<file path="src/hdl/clla_pkg.sv">
// canopy layer light absorption: shared types, constants and codes
// used by every module of the block; depends on nothing
`timescale 1ns / 1ps
package clla_pkg;

	localparam int MAX_LAYERS  = 64;
	localparam int MAX_COHORTS = 16;
	localparam int LAYER_W     = $clog2(MAX_LAYERS);
	localparam int COHORT_W    = $clog2(MAX_COHORTS);
	localparam int ADDR_W      = LAYER_W + COHORT_W;
	localparam int NLAYER_W    = 7;
	localparam int NCOHORT_W   = 5;
	localparam int CFG_DATA_W  = 7;
	localparam int S_W         = 37;
	localparam int DIV_N_W     = 64;
	localparam int DIV_CNT_W   = $clog2(DIV_N_W);
	localparam int EXP_N_MAX   = 23;

	localparam logic [1:0] CMD_LOAD_COEF = 2'd0;
	localparam logic [1:0] CMD_LOAD_CELL = 2'd1;
	localparam logic [1:0] CMD_COMPUTE   = 2'd2;

	localparam logic REG_LAYERS  = 1'b0;
	localparam logic REG_COHORTS = 1'b1;

	localparam logic [NLAYER_W-1:0]  LAYERS_MAX  = NLAYER_W'(MAX_LAYERS);
	localparam logic [NCOHORT_W-1:0] COHORTS_MAX = NCOHORT_W'(MAX_COHORTS);

	localparam logic [30:0]    Q30_ONE  = 31'h4000_0000;
	localparam logic [29:0]    LN2_Q30  = 30'd744261118;
	localparam logic [S_W-1:0] SSAT_MAX = S_W'(64'h4000_0000);
	localparam logic [3:0]     TERMS    = 4'd14;
	localparam logic [15:0]    LIGHT_ONE = 16'd32768;

	typedef struct packed {
		logic [LAYER_W-1:0]  layer;
		logic [COHORT_W-1:0] cohort;
		logic [15:0]         live_area;
		logic [15:0]         dead_area;
		logic [15:0]         coefficient;
	} in_beat_t;

	typedef enum logic [4:0] {
		DP_NOP, DP_LOAD_COEF, DP_LOAD_CELL, DP_START, DP_READ, DP_SUM_ACC,
		DP_EXP_DIV, DP_EXP_R, DP_TERM_MUL, DP_TERM_DIV, DP_TERM_ADD,
		DP_EXP_DONE, DP_NUM_MUL, DP_SHARE_MUL, DP_SHARE_DIV, DP_SHARE_ACC,
		DP_LIGHT, DP_OUT_LOAD
	} dp_op_t;

	typedef struct packed {
		dp_op_t              op;
		logic [LAYER_W-1:0]  layer;
		logic [COHORT_W-1:0] cohort;
		logic [3:0]          term_idx;
		logic                last;
	} dp_cmd_t;

	typedef struct packed {
		logic div_done;
		logic sraw_zero;
		logic out_valid;
	} dp_stat_t;

endpackage

</file>
<file path="src/hdl/clla_ctrl.sv">
// clla_ctrl: command decode, config registers, layer/cohort/term sequencing
// depends on clla_pkg
`timescale 1ns / 1ps
module clla_ctrl (
	input  logic                               clk,
	input  logic                               arst_n,
	input  logic                               s_tvalid,
	output logic                               s_tready,
	input  logic [1:0]                         command,
	input  logic                               cfg_valid,
	output logic                               cfg_ready,
	input  logic                               cfg_index,
	input  logic [clla_pkg::CFG_DATA_W-1:0]    cfg_data,
	input  logic                               m_tready,
	input  clla_pkg::dp_stat_t                 stat,
	output clla_pkg::dp_cmd_t                  cmd
);
	import clla_pkg::*;

	typedef enum logic [19:0] {
		S_IDLE      = 20'h00001,
		S_SUM_RD    = 20'h00002,
		S_SUM_ACC   = 20'h00004,
		S_EXP_DIV   = 20'h00008,
		S_EXP_R     = 20'h00020,
		S_TERM_MUL  = 20'h00040,
		S_TERM_DIV  = 20'h00080,
		S_TERM_WAIT = 20'h00100,
		S_TERM_ADD  = 20'h00200,
		S_EXP_DONE  = 20'h00400,
		S_SH_RD     = 20'h00800,
		S_SH_NUM    = 20'h01000,
		S_SH_MUL    = 20'h02000,
		S_SH_DIV    = 20'h04000,
		S_SH_WAIT   = 20'h08000,
		S_SH_ACC    = 20'h10000,
		S_LIGHT     = 20'h20000,
		S_OUT_LOAD  = 20'h40000,
		S_OUT_WAIT  = 20'h80000
	} state_t;

	state_t                state_q, state_d;
	logic [NLAYER_W-1:0]   layers_q;
	logic [NCOHORT_W-1:0]  cohorts_q;
	logic [LAYER_W-1:0]    layer_q, layer_d;
	logic [COHORT_W-1:0]   cohort_q, cohort_d;
	logic [3:0]            term_q, term_d;
	logic                  in_acc, out_acc, last_cohort;
	logic [NLAYER_W-1:0]   cfg_layers;
	logic [NCOHORT_W-1:0]  cfg_cohorts;

	assign s_tready    = (state_q == S_IDLE);
	assign cfg_ready   = (state_q == S_IDLE);
	assign in_acc      = s_tvalid && s_tready;
	assign out_acc     = stat.out_valid && m_tready;
	assign last_cohort = ({1'b0, cohort_q} == cohorts_q - 1'b1);

	always_comb begin
		cfg_layers  = cfg_data[NLAYER_W-1:0];
		cfg_cohorts = cfg_data[NCOHORT_W-1:0];
		if (cfg_layers == '0) begin
			cfg_layers = NLAYER_W'(1);
		end else if (cfg_layers > LAYERS_MAX) begin
			cfg_layers = LAYERS_MAX;
		end
		if (cfg_cohorts == '0) begin
			cfg_cohorts = NCOHORT_W'(1);
		end else if (cfg_cohorts > COHORTS_MAX) begin
			cfg_cohorts = COHORTS_MAX;
		end
	end

	always_comb begin
		state_d      = state_q;
		layer_d      = layer_q;
		cohort_d     = cohort_q;
		term_d       = term_q;
		cmd.op       = DP_NOP;
		cmd.layer    = layer_q;
		cmd.cohort   = cohort_q;
		cmd.term_idx = term_q;
		cmd.last     = last_cohort;
		unique case (state_q)
			S_IDLE: begin
				if (in_acc) begin
					unique case (command)
						CMD_LOAD_COEF: cmd.op = DP_LOAD_COEF;
						CMD_LOAD_CELL: cmd.op = DP_LOAD_CELL;
						CMD_COMPUTE: begin
							cmd.op   = DP_START;
							layer_d  = LAYER_W'(layers_q - 1'b1);
							cohort_d = '0;
							state_d  = S_SUM_RD;
						end
						default: ;
					endcase
				end
			end
			S_SUM_RD: begin
				cmd.op  = DP_READ;
				state_d = S_SUM_ACC;
			end
			S_SUM_ACC: begin
				cmd.op = DP_SUM_ACC;
				if (last_cohort) begin
					cohort_d = '0;
					state_d  = S_EXP_DIV;
				end else begin
					cohort_d = cohort_q + 1'b1;
					state_d  = S_SUM_RD;
				end
			end
			S_EXP_DIV: begin
				cmd.op  = DP_EXP_DIV;
				state_d = S_EXP_R;
			end
			S_EXP_R: begin
				cmd.op  = DP_EXP_R;
				term_d  = 4'd1;
				state_d = S_TERM_MUL;
			end
			S_TERM_MUL: begin
				cmd.op  = DP_TERM_MUL;
				state_d = S_TERM_DIV;
			end
			S_TERM_DIV: begin
				cmd.op  = DP_TERM_DIV;
				state_d = S_TERM_WAIT;
			end
			S_TERM_WAIT: if (stat.div_done) state_d = S_TERM_ADD;
			S_TERM_ADD: begin
				cmd.op = DP_TERM_ADD;
				if (term_q == TERMS) begin
					state_d = S_EXP_DONE;
				end else begin
					term_d  = term_q + 1'b1;
					state_d = S_TERM_MUL;
				end
			end
			S_EXP_DONE: begin
				cmd.op   = DP_EXP_DONE;
				cohort_d = '0;
				state_d  = stat.sraw_zero ? S_LIGHT : S_SH_RD;
			end
			S_SH_RD: begin
				cmd.op  = DP_READ;
				state_d = S_SH_NUM;
			end
			S_SH_NUM: begin
				cmd.op  = DP_NUM_MUL;
				state_d = S_SH_MUL;
			end
			S_SH_MUL: begin
				cmd.op  = DP_SHARE_MUL;
				state_d = S_SH_DIV;
			end
			S_SH_DIV: begin
				cmd.op  = DP_SHARE_DIV;
				state_d = S_SH_WAIT;
			end
			S_SH_WAIT: if (stat.div_done) state_d = S_SH_ACC;
			S_SH_ACC: begin
				cmd.op = DP_SHARE_ACC;
				if (last_cohort) begin
					state_d = S_LIGHT;
				end else begin
					cohort_d = cohort_q + 1'b1;
					state_d  = S_SH_RD;
				end
			end
			S_LIGHT: begin
				cmd.op   = DP_LIGHT;
				cohort_d = '0;
				if (layer_q == '0) begin
					state_d = S_OUT_LOAD;
				end else begin
					layer_d = layer_q - 1'b1;
					state_d = S_SUM_RD;
				end
			end
			S_OUT_LOAD: begin
				cmd.op  = DP_OUT_LOAD;
				state_d = S_OUT_WAIT;
			end
			S_OUT_WAIT: begin
				if (out_acc) begin
					if (last_cohort) begin
						cohort_d = '0;
						state_d  = S_IDLE;
					end else begin
						cohort_d = cohort_q + 1'b1;
						state_d  = S_OUT_LOAD;
					end
				end
			end
			default: state_d = S_IDLE;
		endcase
	end

	always_ff @(posedge clk or negedge arst_n) begin
		if (!arst_n) begin
			state_q   <= S_IDLE;
			layers_q  <= NLAYER_W'(1);
			cohorts_q <= NCOHORT_W'(1);
			layer_q   <= '0;
			cohort_q  <= '0;
			term_q    <= '0;
		end else begin
			state_q  <= state_d;
			layer_q  <= layer_d;
			cohort_q <= cohort_d;
			term_q   <= term_d;
			if (cfg_valid && cfg_ready) begin
				unique case (cfg_index)
					REG_LAYERS:  layers_q  <= cfg_layers;
					REG_COHORTS: cohorts_q <= cfg_cohorts;
					default: ;
				endcase
			end
		end
	end

	a_no_input_with_result: assert property (@(posedge clk) disable iff (!arst_n)
		s_tready |-> !stat.out_valid) else $error("input taken while result pending");

	a_cohort_in_range: assert property (@(posedge clk) disable iff (!arst_n)
		{1'b0, cohort_q} < cohorts_q) else $error("cohort counter out of range");

	a_last_ends: assert property (@(posedge clk) disable iff (!arst_n)
		(state_q == S_OUT_WAIT && out_acc && last_cohort) |=> state_q == S_IDLE)
		else $error("run did not end after last beat");

endmodule

</file>
<file path="config.mk">
export PLATFORM = sky130hd
export DESIGN_NAME = clla_ctrl
export DESIGN_NICKNAME = d
export VERILOG_FILES = /design/src/hdl/clla_pkg.sv /design/src/hdl/clla_ctrl.sv
export SDC_FILE = /design/constraint.sdc
export NUM_CORES = 1
export LEC_CHECK = 0
export BUFFER_PORTS_ARGS = -buffer_cell sky130_fd_sc_hd__buf_2
export CORE_MARGIN = 2
export CORE_UTILIZATION = 58
export CTS_BUF_LIST = sky130_fd_sc_hd__clkbuf_8 sky130_fd_sc_hd__clkbuf_16
export DETAILED_ROUTE_END_ITERATION = 12
export GPL_TIMING_DRIVEN = 0
export PLACE_DENSITY = 0.8
export SETUP_SLACK_MARGIN = 0.02
export SLEW_MARGIN = 10
export SYNTH_ARGS = -nofsm -noshare
export SYNTH_HDL_FRONTEND = slang
export SYNTH_SLANG_ARGS = --single-unit
</file>
<file path="constraint.sdc">
create_clock -name clk -period 3.7 [get_ports clk]
set_input_delay 0.37 -clock clk [delete_from_list [all_inputs] [get_ports clk]]
set_output_delay 0.37 -clock clk [all_outputs]
set_load 0.005 [all_outputs]
</file>
==> impl_metrics.toml, run 1 <==
[run_status]
status = "finished clean"

[layout]
layout-drive-gt1-share_pct = 20.6
area_growth_pct = 14.9
nets = 398
antenna_cells = 0
stdcell_count = 443

[clock_tree]
cts_root_buffer = "clkbuf_8"
htree_levels = 2
numClockSinks = 44
cts_max_path_buffers = 2
cts.repair.resized = 0
clkTransAtPathRegs_ns = 0.09
cts_setup_buffers = 0
holdBufCountCts = 0
tritoncts = "done"
cts_buffers = 5
clk_latency_ns = 0.30

[floorplanning]
core-area_sq_um = 5010
dieArea_sq_um = 5710
die_w_microns = 75.6
io_pins = 40
fp.dieH_microns = 75.6
rows = 26
start_util_pct = 59.3

[route]
dr.first_iter.drc_count = 143
dr.pass1.iters = 4
wl_per_cell_microns = 15.4
drt_wl_total_microns = 6810
ant_nets = 0
drcViolationCount = 0
vias = 2651
viasPerCell = 5.98

[timing]
finalClockSkew_ns = 0.00645
finalMaxSlewViolations = 0
finalHoldViolCount = 0
fin_crit_ns = 3.20
rsz0062_at_grt = "false"
setup_violations = 0
period_share_pct = 86.5
finalSetupTns_ns = 0
hold_ws_ns = 0.214
slew_headroom_pct = 30.1
fmax_mhz = 312
tightest_slew_ns = 1.04

[synth]
yosys-top-cells-area = "dfrtp_1 35%, nor2_1 4.4%, nand2_1 4.0%, ha_1 3.4%, o21ai_0 3.2%"
yosys_warnings = 0
synth_top_cell_area_share_pct = 34.5
synth-seq-area-share_pct = 37.2
synth.most_common_cell = "dfrtp_1"
synth_cells = 326
syn_nets = 352
synth_ff_type = "dfrtp_1"
yosysTopAreaCell = "dfrtp_1"
synth_common_cells = "41 x dfrtp_1, 35 x nor2_1, 32 x nand2_1"
ys_ff_latch = 44
synth_area_sq_um = 2970
async_flop_share_pct = 100
synth_edf_count = 0
avgSynthCellArea_sq_um = 9.12
ys_types = 70

[power_and_ir_drop]
power_density_nw_per_um2 = 613
p_seq_share_pct = 33.4
p_total_mw = 2.09
p_int_mw = 1.33
power_switching_uw = 767
swShare_pct = 36.7
clkPwrFrac_pct = 24.2
power_leakage_nw = 1.52
peakVddDrop_uv = 476
combPwrFrac_pct = 42.3

[worst_setup_path]
crit_required_ns = 3.33
worstSetupPathType = "reg -> out"
worstPathMaxFanout = 7
critPathArrivalTime_ns = 2.83
reg2reg_depth = 11
reg2reg_from = "state_q[0]"
cp-start-kind = "flop"
r2r_slack_ns = 0.57
rr_endpoint = "layer_q[4]"
critPathCaptureType = "output pin"

[global_route]
use_met1_pct = 32.5
antenna_found_initial = 0
top_usage_layer = "met2"
grt_max_degree = 45
grt_overflow = 0
grt_pass1_vias = 2530
grt_pass1_wl_microns = 11100
gr-usage-met2_pct = 43.2
grt_util_met3_pct = 4.50
grt.total_usage_pct = 25.5

[flow_run]
cap_violations = 0

[placed_design]
port_buffers = 39
dp_hpwl_microns = 5160
dp.cells = 435
place.gp.congestion = 0.969

[hold_path]
min_path_type = "in -> async"
[worst max-delay path: stages, from the launching register on]
cell	delay (ns)
dfrtp_1	0.46
nor4_4	0.48
nand3_1	0.24
nor4_1	0.89
a211oi_1	0.17
o2111ai_1	0.13
buf_2	0.15
[cells by family (layout without fill, tap and decap cells)]
| kind of cell | after synthesis | in the layout | share of synthesized area [%] |
|---|---|---|---|
| AO/OA/AOI/OAI | 67 | 67 | 16.5 |
| XOR/XNOR | 12 | 12 | 3.54 |
| adder cells (fa/ha/maj) | 8 | 8 | 3.37 |
| buffers and inverters | 21 | 68 | 3.58 |
| flip-flops | 44 | 44 | 37.2 |
| multiplexers | 7 | 7 | 2.44 |
| AND/OR/NAND/NOR | 167 | 167 | 33.4 |
[layout make-up]
type / instances / area [sq um]
Multi-Input combinational cell: 261 / 1760
Fill cell: 418 / 1600
Sequential cell: 44 / 1100
Timing Repair Buffer: 39 / 195
Clock inverter: 3 / 90.1
Tap cell: 70 / 87.6
Clock buffer: 5 / 68.8
Buffer: 9 / 61.3
Inverter: 12 / 45.0
[per-stage QoR]
stage | worst slack, ns | area, sq um | util (%)
after floorplan | 1.07 | 2970 | -
after global placement | 0.777 | 3260 | 65.0
after detailed placement | 0.575 | 3260 | 65.0
after CTS | 0.552 | 3410 | 68.2
after global routing | 0.340 | 3410 | 68.2
final | 0.498 | 3410 | 68.2
[cells in the final DEF, fill, tap and decap left out, types with 5 or more instances in the layout]
master	count
nand4b_1	5
nand2_1	32
o21ai_0	19
inv_1	12
dfrtp_1	41
clkbuf_8	5
nand3b_1	5
xnor2_1	7
nand2b_1	11
xor2_1	5
nor2_1	35
nor4_1	5
nand4_1	10
o31ai_1	5
nor3_1	16
a21oi_1	11
nand3_1	9
buf_2	40
ha_1	8
mux2i_1	5
or3_1	5
[sequential cells by signal, summed over array words and instances (netlist names)]
| signal | cells |
|---|---|
| layer_q | 6 |
| cohorts_q | 5 |
| layers_q | 6 |
| state_q | 19 |
| term_q | 4 |
| cohort_q | 4 |
[metal layers]
| layer | part of all wire [%] | vias to the layer above | wire, microns |
|---|---|---|---|
| met2 | 50 | 65 | 3430 |
| li1 | - | 1311 | - |
| met1 | 44 | 1254 | 2980 |
| met4 | 2.3 | 0 | 158 |
| met3 | 3.5 | 21 | 238 |
| met5 | 0 | - | 0 |
[power by group through the flow]
stage          Clock, mW  Combinational, mW  Sequential, mW
2_1_floorplan          0              0.664           0.686
3_3_place_gp           0              0.851           0.702
3_5_place_dp           0              0.883           0.707
4_1_cts            0.515              0.885           0.698
5_1_grt            0.535              0.979           0.716
6_report           0.507              0.886           0.700
[worst max-delay path by stage]
stage                start          to  slack (ns)  cells after the start
6_report        state_q[9]     cmd[17]        0.50                      6
5_1_grt        state_q[16]  layer_q[4]        0.34                     11
4_1_cts        state_q[14]  layer_q[4]        0.55                     11
3_5_place_dp   state_q[14]  layer_q[4]        0.58                     11
3_3_place_gp   state_q[14]  layer_q[4]        0.78                     11
2_1_floorplan  state_q[14]  layer_q[4]        1.07                     11
No activity file was read; power rests on OpenSTA's default activity.
==> inputs of run 2 (changes only) <==
- CORE_MARGIN: 2 -> 1.5
- clock period: 3.7 -> 3.4 ns (I/O delays scaled with it)
==> run 2 against run 1 <==
Critical path depth up 1. Cell area is 1.0% lower. Clock power decreased by 15%. Non-clock buffer count unchanged. Sequential share of layout area is 0.34 points higher. Count of clock-buffer cells in the layout increased by 1. Die area shrank 2.6%. Largest power group unchanged.
==> impl_metrics.toml, run 2 (same netlist as run 1, synthesis figures left out) <==
[layout]
n_fill_cell = 421
area_growth_pct = 13.7
final_cell_mix = "41 x dfrtp_1, 40 x buf_2, 35 x nor2_1"
nets = 398
largestRegisters = "state_q: 19 flops, layer_q: 6 flops, layers_q: 6 flops"
multi_input_area_sq_um = 1770
regMostFlops = "state_q"
register_area_sq_um = 1100
layout-drive-gt1-share_pct = 20.9
final_common_cell = "dfrtp_1"
antenna_cells = 0
largest_reg_flops = 19

[floorplanning]
dieArea_sq_um = 5560
rows = 25
fp.dieH_microns = 74.6
io_pins = 40
start_util_pct = 61.7
core-area_sq_um = 4820
die_w_microns = 74.6

[worst_setup_path]
critPathArrivalTime_ns = 2.87
critPathCaptureType = "output pin"
rr_endpoint = "layer_q[4]"
reg2reg_depth = 11
worstPathMaxFanout = 8
r2r_slack_ns = 0.36
crit_required_ns = 3.06
worstSetupPathType = "reg -> out"
reg2reg_from = "state_q[14]"
cp-start-kind = "flop"

[clock_tree]
cts_buffers = 5
cts_max_path_buffers = 2
numClockSinks = 44
clkTransAtPathRegs_ns = 0.09
cts_root_buffer = "clkbuf_8"
clk_latency_ns = 0.31
tritoncts = "done"
htree_levels = 2

[timing]
slew_headroom_pct = 34.0
hold_ws_ns = 0.174
finalHoldViolCount = 0
setup_violations = 0
period_share_pct = 94.4
finalClockSkew_ns = 0.0115
rsz0062_at_grt = "false"
fin_crit_ns = 3.21
tightest_slew_ns = 0.990
fmax_mhz = 312
finalSetupTns_ns = 0
finalMaxSlewViolations = 0

[power_and_ir_drop]
power_leakage_nw = 1.50
peakVddDrop_uv = 373
power_density_nw_per_um2 = 641

[route]
wl_per_cell_microns = 16.3
vias = 2726
dr.first_iter.drc_count = 311
ant_nets = 0
dr.pass1.iters = 6
drt_wl_total_microns = 7180
viasPerCell = 6.20
drcViolationCount = 0

[global_route]
grt_overflow = 0
grt_pass1_wl_microns = 12000
antenna_found_initial = 0
grt_max_degree = 45
grt_pass1_vias = 2501
grt.total_usage_pct = 28.4

[placed_design]
place.gp.congestion = 0.942
dp_hpwl_microns = 5140
port_buffers = 39

[flow_run]
cap_violations = 0

[hold_path]
min_path_type = "in -> async"

[run_status]
status = "finished clean"
[run 2: worst max path at each step]
stage                            from         end  cells after the start
after floorplan           state_q[14]  layer_q[4]                     11
after global placement    state_q[14]  layer_q[4]                     11
after detailed placement  state_q[14]  layer_q[4]                     11
after CTS                 state_q[19]     cmd[18]                      7
after global routing      state_q[19]     cmd[18]                      7
final                     state_q[19]     cmd[18]                      7
[run 2: critical path, stage by stage, from the launching register on]
cell	delay, ns
dfrtp_1	0.48
or3_1	0.39
clkbuf_1	0.27
nor4_1	0.65
nand4b_1	0.29
nor4b_1	0.23
nand2_1	0.12
buf_2	0.12
[run 2: what timing repair did]
item,4_1_cts,5_1_grt
resized for setup,0,1
hold buffers,0,0
setup buffers,0,0
endpoints found under the setup margin,0,2
endpoints found under the hold margin,0,0
[run 2: cell type report]
type	count	share of cell area, %
clock inverter	2	1.15
timing repair buffer	39	5.78
clock buffer	6	2.44
buffer	9	1.81
sequential	44	32.7
inverter	12	1.33
tap	67	2.48
multi-input combinational	261	52.3
[run 2: per-stage QoR]
stage	cells	cell area [sq um]	worst slack, ns	util, %	total power [mW]
5_1_grt	440	3380	0.0203	70.2	2.32
3_3_place_gp	432	3250	0.481	67.5	1.69
3_5_place_dp	432	3250	0.438	67.5	1.72
6_report	440	3380	0.190	70.2	2.16
4_1_cts	440	3370	0.231	70.0	2.16
2_1_floorplan	326	2970	0.775	-	1.47
[run 2: where the power goes]
group | switching [mW] | internal (mW) | total, mW
clock | 0.191 | 0.240 | 0.432
combinational | 0.533 | 0.435 | 0.967
sequential | 0.125 | 0.640 | 0.765
total | 0.849 | 1.32 | 2.16
[run 2: layer usage]
layer,global-route usage (%),routed length (microns),vias up
met5,0,0,-
met4,9.09,116,0
met3,4.88,523,14
met2,43.3,3260,123
met1,41.4,3280,1275
li1,-,-,1314
